==> config.mk <==
export PLATFORM = sky130hd
export DESIGN_NAME = ethernet_tx_framer_flat
export DESIGN_NICKNAME = d
export VERILOG_FILES = /design/src/rtl/etf_pkg.sv /design/src/rtl/etf_if.sv /design/src/rtl/etf_datapath.sv /design/src/rtl/etf_ctrl.sv /design/src/rtl/ethernet_tx_framer.sv /design/src/flat_wrapper.sv
export SDC_FILE = /design/constraint.sdc
export NUM_CORES = 1
export LEC_CHECK = 0
export ABC_CLOCK_PERIOD_IN_PS = 13200
export CAP_MARGIN = 20
export CORE_MARGIN = 2
export CORE_UTILIZATION = 62
export CTS_CLUSTER_SIZE = 8
export DETAILED_ROUTE_END_ITERATION = 6
export DONT_BUFFER_PORTS = 1
export PLACE_DENSITY = 0.75
export SYNTH_ARGS = -nofsm -noshare
export SYNTH_HDL_FRONTEND = slang
export SYNTH_SLANG_ARGS = --single-unit
==> constraint.sdc <==
create_clock -name clk -period 13.2 [get_ports clk]
set_input_delay 1.32 -clock clk [delete_from_list [all_inputs] [get_ports clk]]
set_output_delay 1.32 -clock clk [all_outputs]
set_load 0.01 [all_outputs]
==> src/rtl/etf_pkg.sv <==
package etf_pkg;

  // Frame size limits.
  localparam int MAX_FRAME_BYTES = 1518;
  localparam int MIN_FRAME_BYTES = 60;
  localparam int HDR_BYTES       = 14;

  // Field widths.
  localparam int MAC_W    = 48;
  localparam int TYPE_W   = 16;
  localparam int LEN_W    = 11;
  localparam int BYTE_W   = 8;
  localparam int STATUS_W = 2;
  localparam int HDR_W    = HDR_BYTES * BYTE_W;
  localparam int HIDX_W   = $clog2(HDR_BYTES);

  // Input item kinds.
  localparam logic CMD_HEADER  = 1'b0;
  localparam logic CMD_PAYLOAD = 1'b1;

  // Result status codes.
  typedef enum logic [STATUS_W-1:0] {
    ST_OK       = 2'd0,
    ST_TOO_LONG = 2'd1,
    ST_NO_FRAME = 2'd2
  } status_t;

  // Datapath operations issued by the controller.
  typedef enum logic [2:0] {
    OP_NONE,
    OP_LOAD,
    OP_HDR,
    OP_PAY,
    OP_PAD,
    OP_ERR
  } op_t;

  typedef struct packed {
    op_t     op;
    status_t err;
    logic    last;
  } cmd_t;

  typedef struct packed {
    logic out_free;
    logic too_long;
    logic hdr_done;
    logic plen_zero;
    logic pay_last;
    logic reach_min;
  } sts_t;

endpackage

==> src/rtl/etf_if.sv <==
// Request channel carrying header and payload items.
interface etf_in_if;
  logic                         valid;
  logic                         ready;
  logic                         command;
  logic [etf_pkg::MAC_W-1:0]    dest_mac;
  logic [etf_pkg::TYPE_W-1:0]   frame_type;
  logic [etf_pkg::LEN_W-1:0]    payload_length;
  logic [etf_pkg::BYTE_W-1:0]   data_byte;

  modport source (output valid, command, dest_mac, frame_type, payload_length, data_byte,
                  input ready);
  modport sink (input valid, command, dest_mac, frame_type, payload_length, data_byte,
                output ready);
endinterface

// Result channel carrying the frame byte stream.
interface etf_out_if;
  logic                         valid;
  logic                         ready;
  logic [etf_pkg::BYTE_W-1:0]   out_byte;
  logic                         last_of_run;
  logic [etf_pkg::STATUS_W-1:0] status;
  logic [etf_pkg::LEN_W-1:0]    frame_length;

  modport source (output valid, out_byte, last_of_run, status, frame_length,
                  input ready);
  modport sink (input valid, out_byte, last_of_run, status, frame_length,
                output ready);
endinterface

==> src/rtl/etf_datapath.sv <==
module etf_datapath (
  input  logic                       clk,
  input  logic                       rst_n,
  input  etf_pkg::cmd_t              cmd,
  output etf_pkg::sts_t              sts,
  input  logic                       cfg_wr_en,
  input  logic [etf_pkg::MAC_W-1:0]  cfg_wr_data,
  input  logic [etf_pkg::MAC_W-1:0]  dest_mac,
  input  logic [etf_pkg::TYPE_W-1:0] frame_type,
  input  logic [etf_pkg::LEN_W-1:0]  payload_length,
  input  logic [etf_pkg::BYTE_W-1:0] data_byte,
  etf_out_if.source                  out_if
);

  logic [etf_pkg::MAC_W-1:0]    src_mac_r;
  logic [etf_pkg::HDR_W-1:0]    hdr_sr_r, hdr_sr_nxt;
  logic [etf_pkg::HIDX_W-1:0]   hdr_idx_r, hdr_idx_nxt;
  logic [etf_pkg::LEN_W-1:0]    bytes_sent_r, bytes_sent_nxt;
  logic [etf_pkg::LEN_W-1:0]    payload_left_r, payload_left_nxt;
  logic                         out_valid_r, out_valid_nxt;
  logic [etf_pkg::BYTE_W-1:0]   out_byte_r, out_byte_nxt;
  logic                         out_last_r, out_last_nxt;
  etf_pkg::status_t             out_status_r, out_status_nxt;
  logic [etf_pkg::LEN_W-1:0]    out_len_r, out_len_nxt;
  logic                         emit;

  // Status toward the controller.
  always_comb begin
    sts.out_free  = !out_valid_r || out_if.ready;
    sts.too_long  = ({1'b0, payload_length} + (etf_pkg::LEN_W+1)'(etf_pkg::HDR_BYTES))
                    > (etf_pkg::LEN_W+1)'(etf_pkg::MAX_FRAME_BYTES);
    sts.hdr_done  = hdr_idx_r == etf_pkg::HIDX_W'(etf_pkg::HDR_BYTES - 1);
    sts.plen_zero = payload_left_r == '0;
    sts.pay_last  = payload_left_r == etf_pkg::LEN_W'(1);
    sts.reach_min = ({1'b0, bytes_sent_r} + (etf_pkg::LEN_W+1)'(1))
                    >= (etf_pkg::LEN_W+1)'(etf_pkg::MIN_FRAME_BYTES);
  end

  // Frame counters, header shift register and next result.
  always_comb begin
    hdr_sr_nxt       = hdr_sr_r;
    hdr_idx_nxt      = hdr_idx_r;
    bytes_sent_nxt   = bytes_sent_r;
    payload_left_nxt = payload_left_r;
    out_byte_nxt     = '0;
    emit             = 1'b0;
    case (cmd.op)
      etf_pkg::OP_LOAD: begin
        hdr_sr_nxt       = {dest_mac, src_mac_r, frame_type};
        hdr_idx_nxt      = '0;
        bytes_sent_nxt   = '0;
        payload_left_nxt = payload_length;
      end
      etf_pkg::OP_HDR: begin
        out_byte_nxt   = hdr_sr_r[etf_pkg::HDR_W-1 -: etf_pkg::BYTE_W];
        hdr_sr_nxt     = {hdr_sr_r[etf_pkg::HDR_W-etf_pkg::BYTE_W-1:0],
                          {etf_pkg::BYTE_W{1'b0}}};
        hdr_idx_nxt    = hdr_idx_r + etf_pkg::HIDX_W'(1);
        bytes_sent_nxt = bytes_sent_r + etf_pkg::LEN_W'(1);
        emit           = 1'b1;
      end
      etf_pkg::OP_PAY: begin
        out_byte_nxt     = data_byte;
        bytes_sent_nxt   = bytes_sent_r + etf_pkg::LEN_W'(1);
        payload_left_nxt = payload_left_r - etf_pkg::LEN_W'(1);
        emit             = 1'b1;
      end
      etf_pkg::OP_PAD: begin
        bytes_sent_nxt = bytes_sent_r + etf_pkg::LEN_W'(1);
        emit           = 1'b1;
      end
      etf_pkg::OP_ERR: begin
        if (cmd.err == etf_pkg::ST_TOO_LONG) begin
          bytes_sent_nxt   = '0;
          payload_left_nxt = '0;
        end
        emit = 1'b1;
      end
      default: begin
      end
    endcase
    out_last_nxt   = cmd.last;
    out_status_nxt = cmd.err;
    out_len_nxt    = (cmd.last && cmd.op != etf_pkg::OP_ERR) ? bytes_sent_nxt : '0;
    out_valid_nxt  = emit ? 1'b1 : (out_if.ready ? 1'b0 : out_valid_r);
  end

  // Control and counter registers.
  always_ff @(posedge clk) begin
    if (!rst_n) begin
      src_mac_r      <= '0;
      hdr_idx_r      <= '0;
      bytes_sent_r   <= '0;
      payload_left_r <= '0;
      out_valid_r    <= 1'b0;
    end else begin
      if (cfg_wr_en) begin
        src_mac_r <= cfg_wr_data;
      end
      hdr_idx_r      <= hdr_idx_nxt;
      bytes_sent_r   <= bytes_sent_nxt;
      payload_left_r <= payload_left_nxt;
      out_valid_r    <= out_valid_nxt;
    end
  end

  // Result registers load only on emit; hdr_sr_r loads unconditionally.
  always_ff @(posedge clk) begin
    hdr_sr_r <= hdr_sr_nxt;
    if (emit) begin
      out_byte_r   <= out_byte_nxt;
      out_last_r   <= out_last_nxt;
      out_status_r <= out_status_nxt;
      out_len_r    <= out_len_nxt;
    end
  end

  assign out_if.valid        = out_valid_r;
  assign out_if.out_byte     = out_byte_r;
  assign out_if.last_of_run  = out_last_r;
  assign out_if.status       = out_status_r;
  assign out_if.frame_length = out_len_r;

  // A completed frame is never shorter than the minimum.
  a_min_len: assert property (@(posedge clk) disable iff (!rst_n)
    (out_valid_r && out_last_r && out_status_r == etf_pkg::ST_OK) |->
    (out_len_r >= etf_pkg::LEN_W'(etf_pkg::MIN_FRAME_BYTES)))
    else $error("completed frame shorter than minimum");

  // Error results carry a zero byte, zero length and the last flag.
  a_err_fields: assert property (@(posedge clk) disable iff (!rst_n)
    (out_valid_r && out_status_r != etf_pkg::ST_OK) |->
    (out_last_r && out_byte_r == '0 && out_len_r == '0))
    else $error("malformed error result");

  // A payload byte is only forwarded while payload remains in the frame.
  a_pay_left: assert property (@(posedge clk) disable iff (!rst_n)
    (cmd.op == etf_pkg::OP_PAY) |-> (payload_left_r != '0))
    else $error("payload byte forwarded with none left");

  // A new result is only produced when the output register can take it.
  a_no_overwrite: assert property (@(posedge clk) disable iff (!rst_n)
    emit |-> sts.out_free)
    else $error("output register overwritten");

endmodule

==> src/rtl/etf_ctrl.sv <==
module etf_ctrl (
  input  logic          clk,
  input  logic          rst_n,
  input  logic          in_valid,
  input  logic          in_command,
  output logic          in_ready,
  input  etf_pkg::sts_t sts,
  output etf_pkg::cmd_t cmd
);

  typedef enum logic [1:0] {
    S_IDLE,
    S_OPEN,
    S_HDR,
    S_PAD
  } state_t;

  state_t state_r, state_nxt;
  logic   accept;

  // Requests are taken only while waiting and the output register is free.
  assign in_ready = (state_r == S_IDLE || state_r == S_OPEN) && sts.out_free;
  assign accept   = in_valid && in_ready;

  // Next state and datapath command.
  always_comb begin
    state_nxt = state_r;
    cmd.op    = etf_pkg::OP_NONE;
    cmd.err   = etf_pkg::ST_OK;
    cmd.last  = 1'b0;
    case (state_r)
      S_IDLE, S_OPEN: begin
        if (accept) begin
          if (in_command == etf_pkg::CMD_HEADER) begin
            if (sts.too_long) begin
              cmd.op    = etf_pkg::OP_ERR;
              cmd.err   = etf_pkg::ST_TOO_LONG;
              cmd.last  = 1'b1;
              state_nxt = S_IDLE;
            end else begin
              cmd.op    = etf_pkg::OP_LOAD;
              state_nxt = S_HDR;
            end
          end else if (state_r == S_IDLE) begin
            cmd.op   = etf_pkg::OP_ERR;
            cmd.err  = etf_pkg::ST_NO_FRAME;
            cmd.last = 1'b1;
          end else begin
            cmd.op = etf_pkg::OP_PAY;
            if (sts.pay_last) begin
              cmd.last  = sts.reach_min;
              state_nxt = sts.reach_min ? S_IDLE : S_PAD;
            end
          end
        end
      end
      S_HDR: begin
        if (sts.out_free) begin
          cmd.op = etf_pkg::OP_HDR;
          if (sts.hdr_done) begin
            if (!sts.plen_zero) begin
              state_nxt = S_OPEN;
            end else begin
              cmd.last  = sts.reach_min;
              state_nxt = sts.reach_min ? S_IDLE : S_PAD;
            end
          end
        end
      end
      S_PAD: begin
        if (sts.out_free) begin
          cmd.op = etf_pkg::OP_PAD;
          if (sts.reach_min) begin
            cmd.last  = 1'b1;
            state_nxt = S_IDLE;
          end
        end
      end
      default: begin
        state_nxt = S_IDLE;
      end
    endcase
  end

  // State register.
  always_ff @(posedge clk) begin
    if (!rst_n) begin
      state_r <= S_IDLE;
    end else begin
      state_r <= state_nxt;
    end
  end

  // Header and padding runs never take a request.
  a_busy_no_req: assert property (@(posedge clk) disable iff (!rst_n)
    (state_r == S_HDR || state_r == S_PAD) |-> !in_ready)
    else $error("request taken during header or padding run");

  // An accepted header that fits always starts a header run.
  a_hdr_start: assert property (@(posedge clk) disable iff (!rst_n)
    (accept && in_command == etf_pkg::CMD_HEADER && !sts.too_long) |=>
    (state_r == S_HDR))
    else $error("header run did not start");

  // A stray payload byte leaves the frame state alone.
  a_stray_keep: assert property (@(posedge clk) disable iff (!rst_n)
    (accept && state_r == S_IDLE && in_command == etf_pkg::CMD_PAYLOAD) |=>
    (state_r == S_IDLE))
    else $error("stray payload byte changed frame state");

endmodule

==> src/rtl/ethernet_tx_framer.sv <==
// Channel  Direction  Handshake      Payload
// in_if    sink       valid/ready    command, dest_mac, frame_type, payload_length, data_byte
// out_if   source     valid/ready    out_byte, last_of_run, status, frame_length
// cfg      write      cfg_wr_en      cfg_wr_data (source MAC)
//
// A payload byte request in an open frame emits that byte; a header request loads the header and
// then emits its 14 bytes, and the last byte of a short frame is followed by zero padding bytes
// up to 60. The single output register sets the rate: a request is taken only outside header
// and padding runs and when that register is empty or being drained. Error results are one byte.
// Reset is synchronous and active low; it closes any open frame and clears the source MAC.
// When out_if.ready is low and a result is waiting, the output register holds and no request is taken.
module ethernet_tx_framer (
  input  logic                      clk,
  input  logic                      rst_n,
  etf_in_if.sink                    in_if,
  etf_out_if.source                 out_if,
  input  logic                      cfg_wr_en,
  input  logic [etf_pkg::MAC_W-1:0] cfg_wr_data
);

  etf_pkg::cmd_t cmd;
  etf_pkg::sts_t sts;

  // Frame sequencing.
  etf_ctrl u_ctrl (
    .clk        (clk),
    .rst_n      (rst_n),
    .in_valid   (in_if.valid),
    .in_command (in_if.command),
    .in_ready   (in_if.ready),
    .sts        (sts),
    .cmd        (cmd)
  );

  // Counters, header bytes and output register.
  etf_datapath u_datapath (
    .clk            (clk),
    .rst_n          (rst_n),
    .cmd            (cmd),
    .sts            (sts),
    .cfg_wr_en      (cfg_wr_en),
    .cfg_wr_data    (cfg_wr_data),
    .dest_mac       (in_if.dest_mac),
    .frame_type     (in_if.frame_type),
    .payload_length (in_if.payload_length),
    .data_byte      (in_if.data_byte),
    .out_if         (out_if)
  );

endmodule

==> src/flat_wrapper.sv <==
// flat-port wrapper written by rule: the top's interface ports become plain ports
module ethernet_tx_framer_flat 
  (clk, rst_n, cfg_wr_en, cfg_wr_data, in_if_valid, in_if_command, in_if_dest_mac, in_if_frame_type, in_if_payload_length, in_if_data_byte, in_if_ready, out_if_valid, out_if_out_byte, out_if_last_of_run, out_if_status, out_if_frame_length, out_if_ready);
  etf_in_if in_if_i ();
  etf_out_if out_if_i ();
  input  logic clk;
  input  logic rst_n;
  input  logic cfg_wr_en;
  input  logic [etf_pkg::MAC_W-1:0] cfg_wr_data;
  input wire logic [$bits(in_if_i.valid)-1:0] in_if_valid;
  input wire logic [$bits(in_if_i.command)-1:0] in_if_command;
  input wire logic [$bits(in_if_i.dest_mac)-1:0] in_if_dest_mac;
  input wire logic [$bits(in_if_i.frame_type)-1:0] in_if_frame_type;
  input wire logic [$bits(in_if_i.payload_length)-1:0] in_if_payload_length;
  input wire logic [$bits(in_if_i.data_byte)-1:0] in_if_data_byte;
  output wire logic [$bits(in_if_i.ready)-1:0] in_if_ready;
  output wire logic [$bits(out_if_i.valid)-1:0] out_if_valid;
  output wire logic [$bits(out_if_i.out_byte)-1:0] out_if_out_byte;
  output wire logic [$bits(out_if_i.last_of_run)-1:0] out_if_last_of_run;
  output wire logic [$bits(out_if_i.status)-1:0] out_if_status;
  output wire logic [$bits(out_if_i.frame_length)-1:0] out_if_frame_length;
  input wire logic [$bits(out_if_i.ready)-1:0] out_if_ready;
  assign in_if_i.valid = in_if_valid;
  assign in_if_i.command = in_if_command;
  assign in_if_i.dest_mac = in_if_dest_mac;
  assign in_if_i.frame_type = in_if_frame_type;
  assign in_if_i.payload_length = in_if_payload_length;
  assign in_if_i.data_byte = in_if_data_byte;
  assign in_if_ready = in_if_i.ready;
  assign out_if_valid = out_if_i.valid;
  assign out_if_out_byte = out_if_i.out_byte;
  assign out_if_last_of_run = out_if_i.last_of_run;
  assign out_if_status = out_if_i.status;
  assign out_if_frame_length = out_if_i.frame_length;
  assign out_if_i.ready = out_if_ready;
  ethernet_tx_framer u_core (.clk(clk), .rst_n(rst_n), .in_if(in_if_i), .out_if(out_if_i), .cfg_wr_en(cfg_wr_en), .cfg_wr_data(cfg_wr_data));
endmodule
==> summary.md <==
| Metric | Value |
|---|---|
| Die outline height | `126 um` |
| Result of the run | `finished, final reports clean` |
| Congestion Overflow GR | `0` |
| Detailed Routing Iterations Pass 1 | `5` |
| Clock slew at reported path FFs | `0.05 ns` |
| Max-slew headroom at the worst pin | `0.246` |
| # clock sinks | `211` |
| Via count of the first global-routing pass | `6558` |
| Number of cells traversed by the worst register-to-register path | `8` |
| Routability-driven placement congestion ratio | `0.939` |
| Internal Pwr Total | `1.53 mW` |
| Period minus WS final | `3.96 ns` |
| Worst Hold Endpoint | `u_core.u_datapath.hdr_idx_r[3]$_SDFFE_PN0P_` |
| Proportion of power drawn by the clock network | `0.320` |
| EDFF count, synth | `134` |
| Leakage power of the design | `4.25 nW` |
| Async set-or-reset flop fraction in the synthesized netlist | `0` |
| Area after DPL | `9370 um^2` |
| Routed wire per std cell | `17.1 um` |
| Total wire length after detailed routing | `19.5 mm` |
| Count of synthesis-stage warnings from yosys | `0` |
| Final total negative setup slack | `0 ns` |
| Post-cts gate resize count | `0` |
| Net Sw Power | `675 uW` |
| Area of all placed cells without fillers | `10300 um^2` |
| Reg2Reg Setup Slack | `9.79 ns` |
| Max-cap check violation count | `0` |
| DRC violation count after routing | `0` |
| Post-DP HPWL | `12.7 mm` |
| Unrepaired setup endpoints after global routing | `no` |
| Initial antenna violation count | `1` |
| Largest net degree at the start of global routing | `119` |
| Clock tree from TritonCTS | `yes` |
| Synth Flop Type | `sky130_fd_sc_hd__edfxtp_1` |
| Crit share post-route | `0.300` |
| Kind of launch point of the worst setup path | `input port` |
| Remaining antenna violation count | `0` |
| Fin nets | `1078` |
| Most frequent cells in the layout | `sky130_fd_sc_hd__nand2_1, sky130_fd_sc_hd__edfxtp_1, sky130_fd_sc_hd__dfxtp_1` |
| Effective utilization at floorplan | `0.635` |
| Number of library cell types mapped by synthesis | `56` |
| Number of buffers added on ports | `0` |
| Max Transition Viols Final | `0` |
| Net count of the mapped netlist | `1088` |
| Via-per-instance ratio | `5.72` |
| Slew of the pin with the lowest slew margin | `1.13 ns` |
| Hold Vio Cnt, Final | `0` |
| # fillers | `1054` |
| Fraction of power consumed by combinational cells | `0.219` |
| Placement Rows | `44` |
| Setup violations, final | `0` |
| Hold wc startpoint | `u_core.u_datapath.hdr_idx_r[3]$_SDFFE_PN0P_` |
| Class of the most critical setup path | `in -> reg` |
| Core Util, Final | `0.708` |
| Worst Setup End Kind | `flip-flop` |
| Cell Area, Synth | `9260 um^2` |
| Highest clock frequency the design can meet | `253 MHz` |
| Synthesized instance count | `945` |
| Die X | `126 um` |
| Power density over the cells | `214 nW/um^2` |
| Fraction of layout instances using a drive strength above 1 | `0.0553` |
| Number of instances in the placed design | `1085` |
| Switching Fraction | `0.306` |
| Reg-to-reg endpoint | `u_core.u_datapath.out_if.frame_length[4]$_SDFFCE_PN0P_` |
| Overall power of the completed layout | `2.21 mW` |
| Data arrival at the endpoint of the critical path | `4.11 ns` |
| Maximum level of the CTS H-tree | `1` |
| Seq pwr share | `0.462` |
| Share of the yosys chip area belonging to registers | `0.601` |
| Core box area | `14600 um^2` |
| Worst clock skew | `0.0252 ns` |
| IO Count | `161` |
| Post-synthesis sequential element count | `211` |
| Via Count | `6541` |
| Area of the die | `15900 um^2` |
| Maximum vdd ir drop | `193 uV` |
| Worst skew pair latency | `0.55 ns` |
| Most common cell after layout, fill and taps aside | `sky130_fd_sc_hd__nand2_1` |
| Reg2reg start | `u_core.u_datapath.bytes_sent_r[0]$_SDFF_PN0_` |
| Mean Syn Cell Area | `9.80 um^2` |
| Post-CTS repair timing setup buffer count | `0` |
| Synthesis-to-finish area growth | `11.5%` |
| CTS Buffer Depth | `3` |
| Final Instance Count excl. Fillers | `1143` |
| Top fanout value on the critical path | `61` |
| Cell count of the worst hold path | `1` |
| Total Routing Usage GR | `0.246` |
| Critical path required time | `13.35 ns` |
| Wire length of the first global-routing pass | `32.2 mm` |
| Violation count after the first detailed-routing iteration | `528` |
| Count of hold-fix buffers inserted at cts | `0` |
| Worst Hold Class | `reg -> reg` |
| Number of buffers created by CTS | `30` |
| Cell chosen for the clock root | `sky130_fd_sc_hd__clkbuf_16` |
final cells by class:
| class | instances | area [um^2] | area share |
|---|---|---|---|
| well taps | 184 | 230 | 0.0223 |
| clock inverters | 2 | 60.1 | 0.00582 |
| repair buffers | 8 | 97.6 | 0.00945 |
| inverters | 11 | 41.3 | 0.00400 |
| multi-input cells | 673 | 3490 | 0.338 |
| flip-flops and latches | 211 | 5570 | 0.539 |
| diodes | 1 | 2.50 | 0.000242 |
| clock buffers | 53 | 837 | 0.0811 |
worst max-delay path, cell delays in order:
cell                      delay, ns
sky130_fd_sc_hd__inv_1         0.02
sky130_fd_sc_hd__ha_1          0.20
sky130_fd_sc_hd__xor2_1        0.14
sky130_fd_sc_hd__a31o_2        0.26
sky130_fd_sc_hd__o32ai_1       0.39
sky130_fd_sc_hd__o31ai_1       0.26
sky130_fd_sc_hd__o21ai_4       0.17
sky130_fd_sc_hd__buf_4         0.56
sky130_fd_sc_hd__buf_4         0.74
stage by stage:
stage	hold slack, ns	setup slack, ns
finish	0.473	9.24
global route	0.479	8.98
CTS	0.469	9.23
detailed placement	0.458	8.69
global placement	0.441	8.83
floorplan	0.424	2.07
per-layer routing:
metal	global-route usage	share of wire
met3	0.0603	0.072
met2	0.426	0.51
met4	0.0621	0.016
met1	0.312	0.40
met5	0	0
cell usage after synthesis (3+ instances only):
master | count | share of area
sky130_fd_sc_hd__nor3b_1 | 12 | 0.0097
sky130_fd_sc_hd__xnor2_1 | 5 | 0.0047
sky130_fd_sc_hd__o31ai_1 | 3 | 0.0024
sky130_fd_sc_hd__dfxtp_1 | 77 | 0.17
sky130_fd_sc_hd__nor4_1 | 3 | 0.0020
sky130_fd_sc_hd__nand2_1 | 344 | 0.14
sky130_fd_sc_hd__o21a_1 | 3 | 0.0024
sky130_fd_sc_hd__a22o_1 | 9 | 0.0085
sky130_fd_sc_hd__mux2i_1 | 49 | 0.053
sky130_fd_sc_hd__ha_1 | 6 | 0.0081
sky130_fd_sc_hd__edfxtp_1 | 134 | 0.43
sky130_fd_sc_hd__a211oi_1 | 5 | 0.0041
sky130_fd_sc_hd__and2_1 | 19 | 0.013
sky130_fd_sc_hd__nor2_1 | 77 | 0.031
sky130_fd_sc_hd__or3_1 | 3 | 0.0020
sky130_fd_sc_hd__buf_1 | 8 | 0.0032
sky130_fd_sc_hd__nand2b_1 | 5 | 0.0034
sky130_fd_sc_hd__xor2_1 | 6 | 0.0057
sky130_fd_sc_hd__inv_1 | 10 | 0.0041
sky130_fd_sc_hd__a31oi_1 | 7 | 0.0047
sky130_fd_sc_hd__nor3_1 | 5 | 0.0027
sky130_fd_sc_hd__o21ai_0 | 34 | 0.018
sky130_fd_sc_hd__clkbuf_1 | 37 | 0.015
sky130_fd_sc_hd__a21oi_1 | 26 | 0.014
sky130_fd_sc_hd__a22oi_1 | 4 | 0.0032
sky130_fd_sc_hd__nand4_1 | 3 | 0.0020
sky130_fd_sc_hd__nand3_1 | 10 | 0.0054
flip-flops by register name, summed over array words and instances (netlist names), 2 cells and up:
register,count
u_core.u_datapath.bytes_sent_r,11
u_core.u_datapath.hdr_idx_r,4
u_core.u_datapath.payload_left_r,11
u_core.u_datapath.out_if.out_byte,8
u_core.u_datapath.src_mac_r,48
u_core.u_ctrl.state_r,2
u_core.u_datapath.hdr_sr_r,112
u_core.u_datapath.out_if.frame_length,11
u_core.u_datapath.out_if.status,2
worst max path at each step:
stage | startpoint | slack, ns | endpoint | depth (start not counted)
floorplan | in_if_payload_length[1] | 2.07 | u_core.u_datapath.hdr_idx_r[3]$_SDFFE_PN0P_ | 8
global placement | in_if_payload_length[1] | 8.83 | u_core.u_datapath.hdr_sr_r[106]$_DFFE_PP_ | 9
detailed placement | in_if_payload_length[1] | 8.69 | u_core.u_datapath.hdr_sr_r[107]$_DFFE_PP_ | 9
CTS | in_if_payload_length[1] | 9.23 | u_core.u_datapath.hdr_sr_r[110]$_DFFE_PP_ | 9
global route | in_if_payload_length[1] | 8.98 | u_core.u_datapath.hdr_sr_r[110]$_DFFE_PP_ | 9
finish | in_if_payload_length[1] | 9.24 | u_core.u_datapath.hdr_sr_r[107]$_DFFE_PP_ | 9
cells by family (layout without fill, tap and decap cells):
kind of cell,count (synthesis),count (layout),synth area share
AOI/OAI and AO/OA,112,112,0.0766
buffers and inverters,61,74,0.0263
and+or+nand+nor,494,494,0.223
xor gates and xnor gates,11,11,0.0104
muxes,50,50,0.0542
adders and majority gates,6,6,0.00811
DFF,211,211,0.601
other,0,1,0
power groups by stage:
stage / registers (mW) / clock network [mW] / logic [mW]
after detailed placement: 1.03 / 0 / 0.469
after global placement: 1.02 / 0 / 0.450
after CTS: 1.02 / 0.716 / 0.471
after global routing: 1.04 / 0.750 / 0.547
after floorplan: 1.05 / 0 / 0.373
final: 1.02 / 0.706 / 0.483
(Power assumes the default switching activity.)
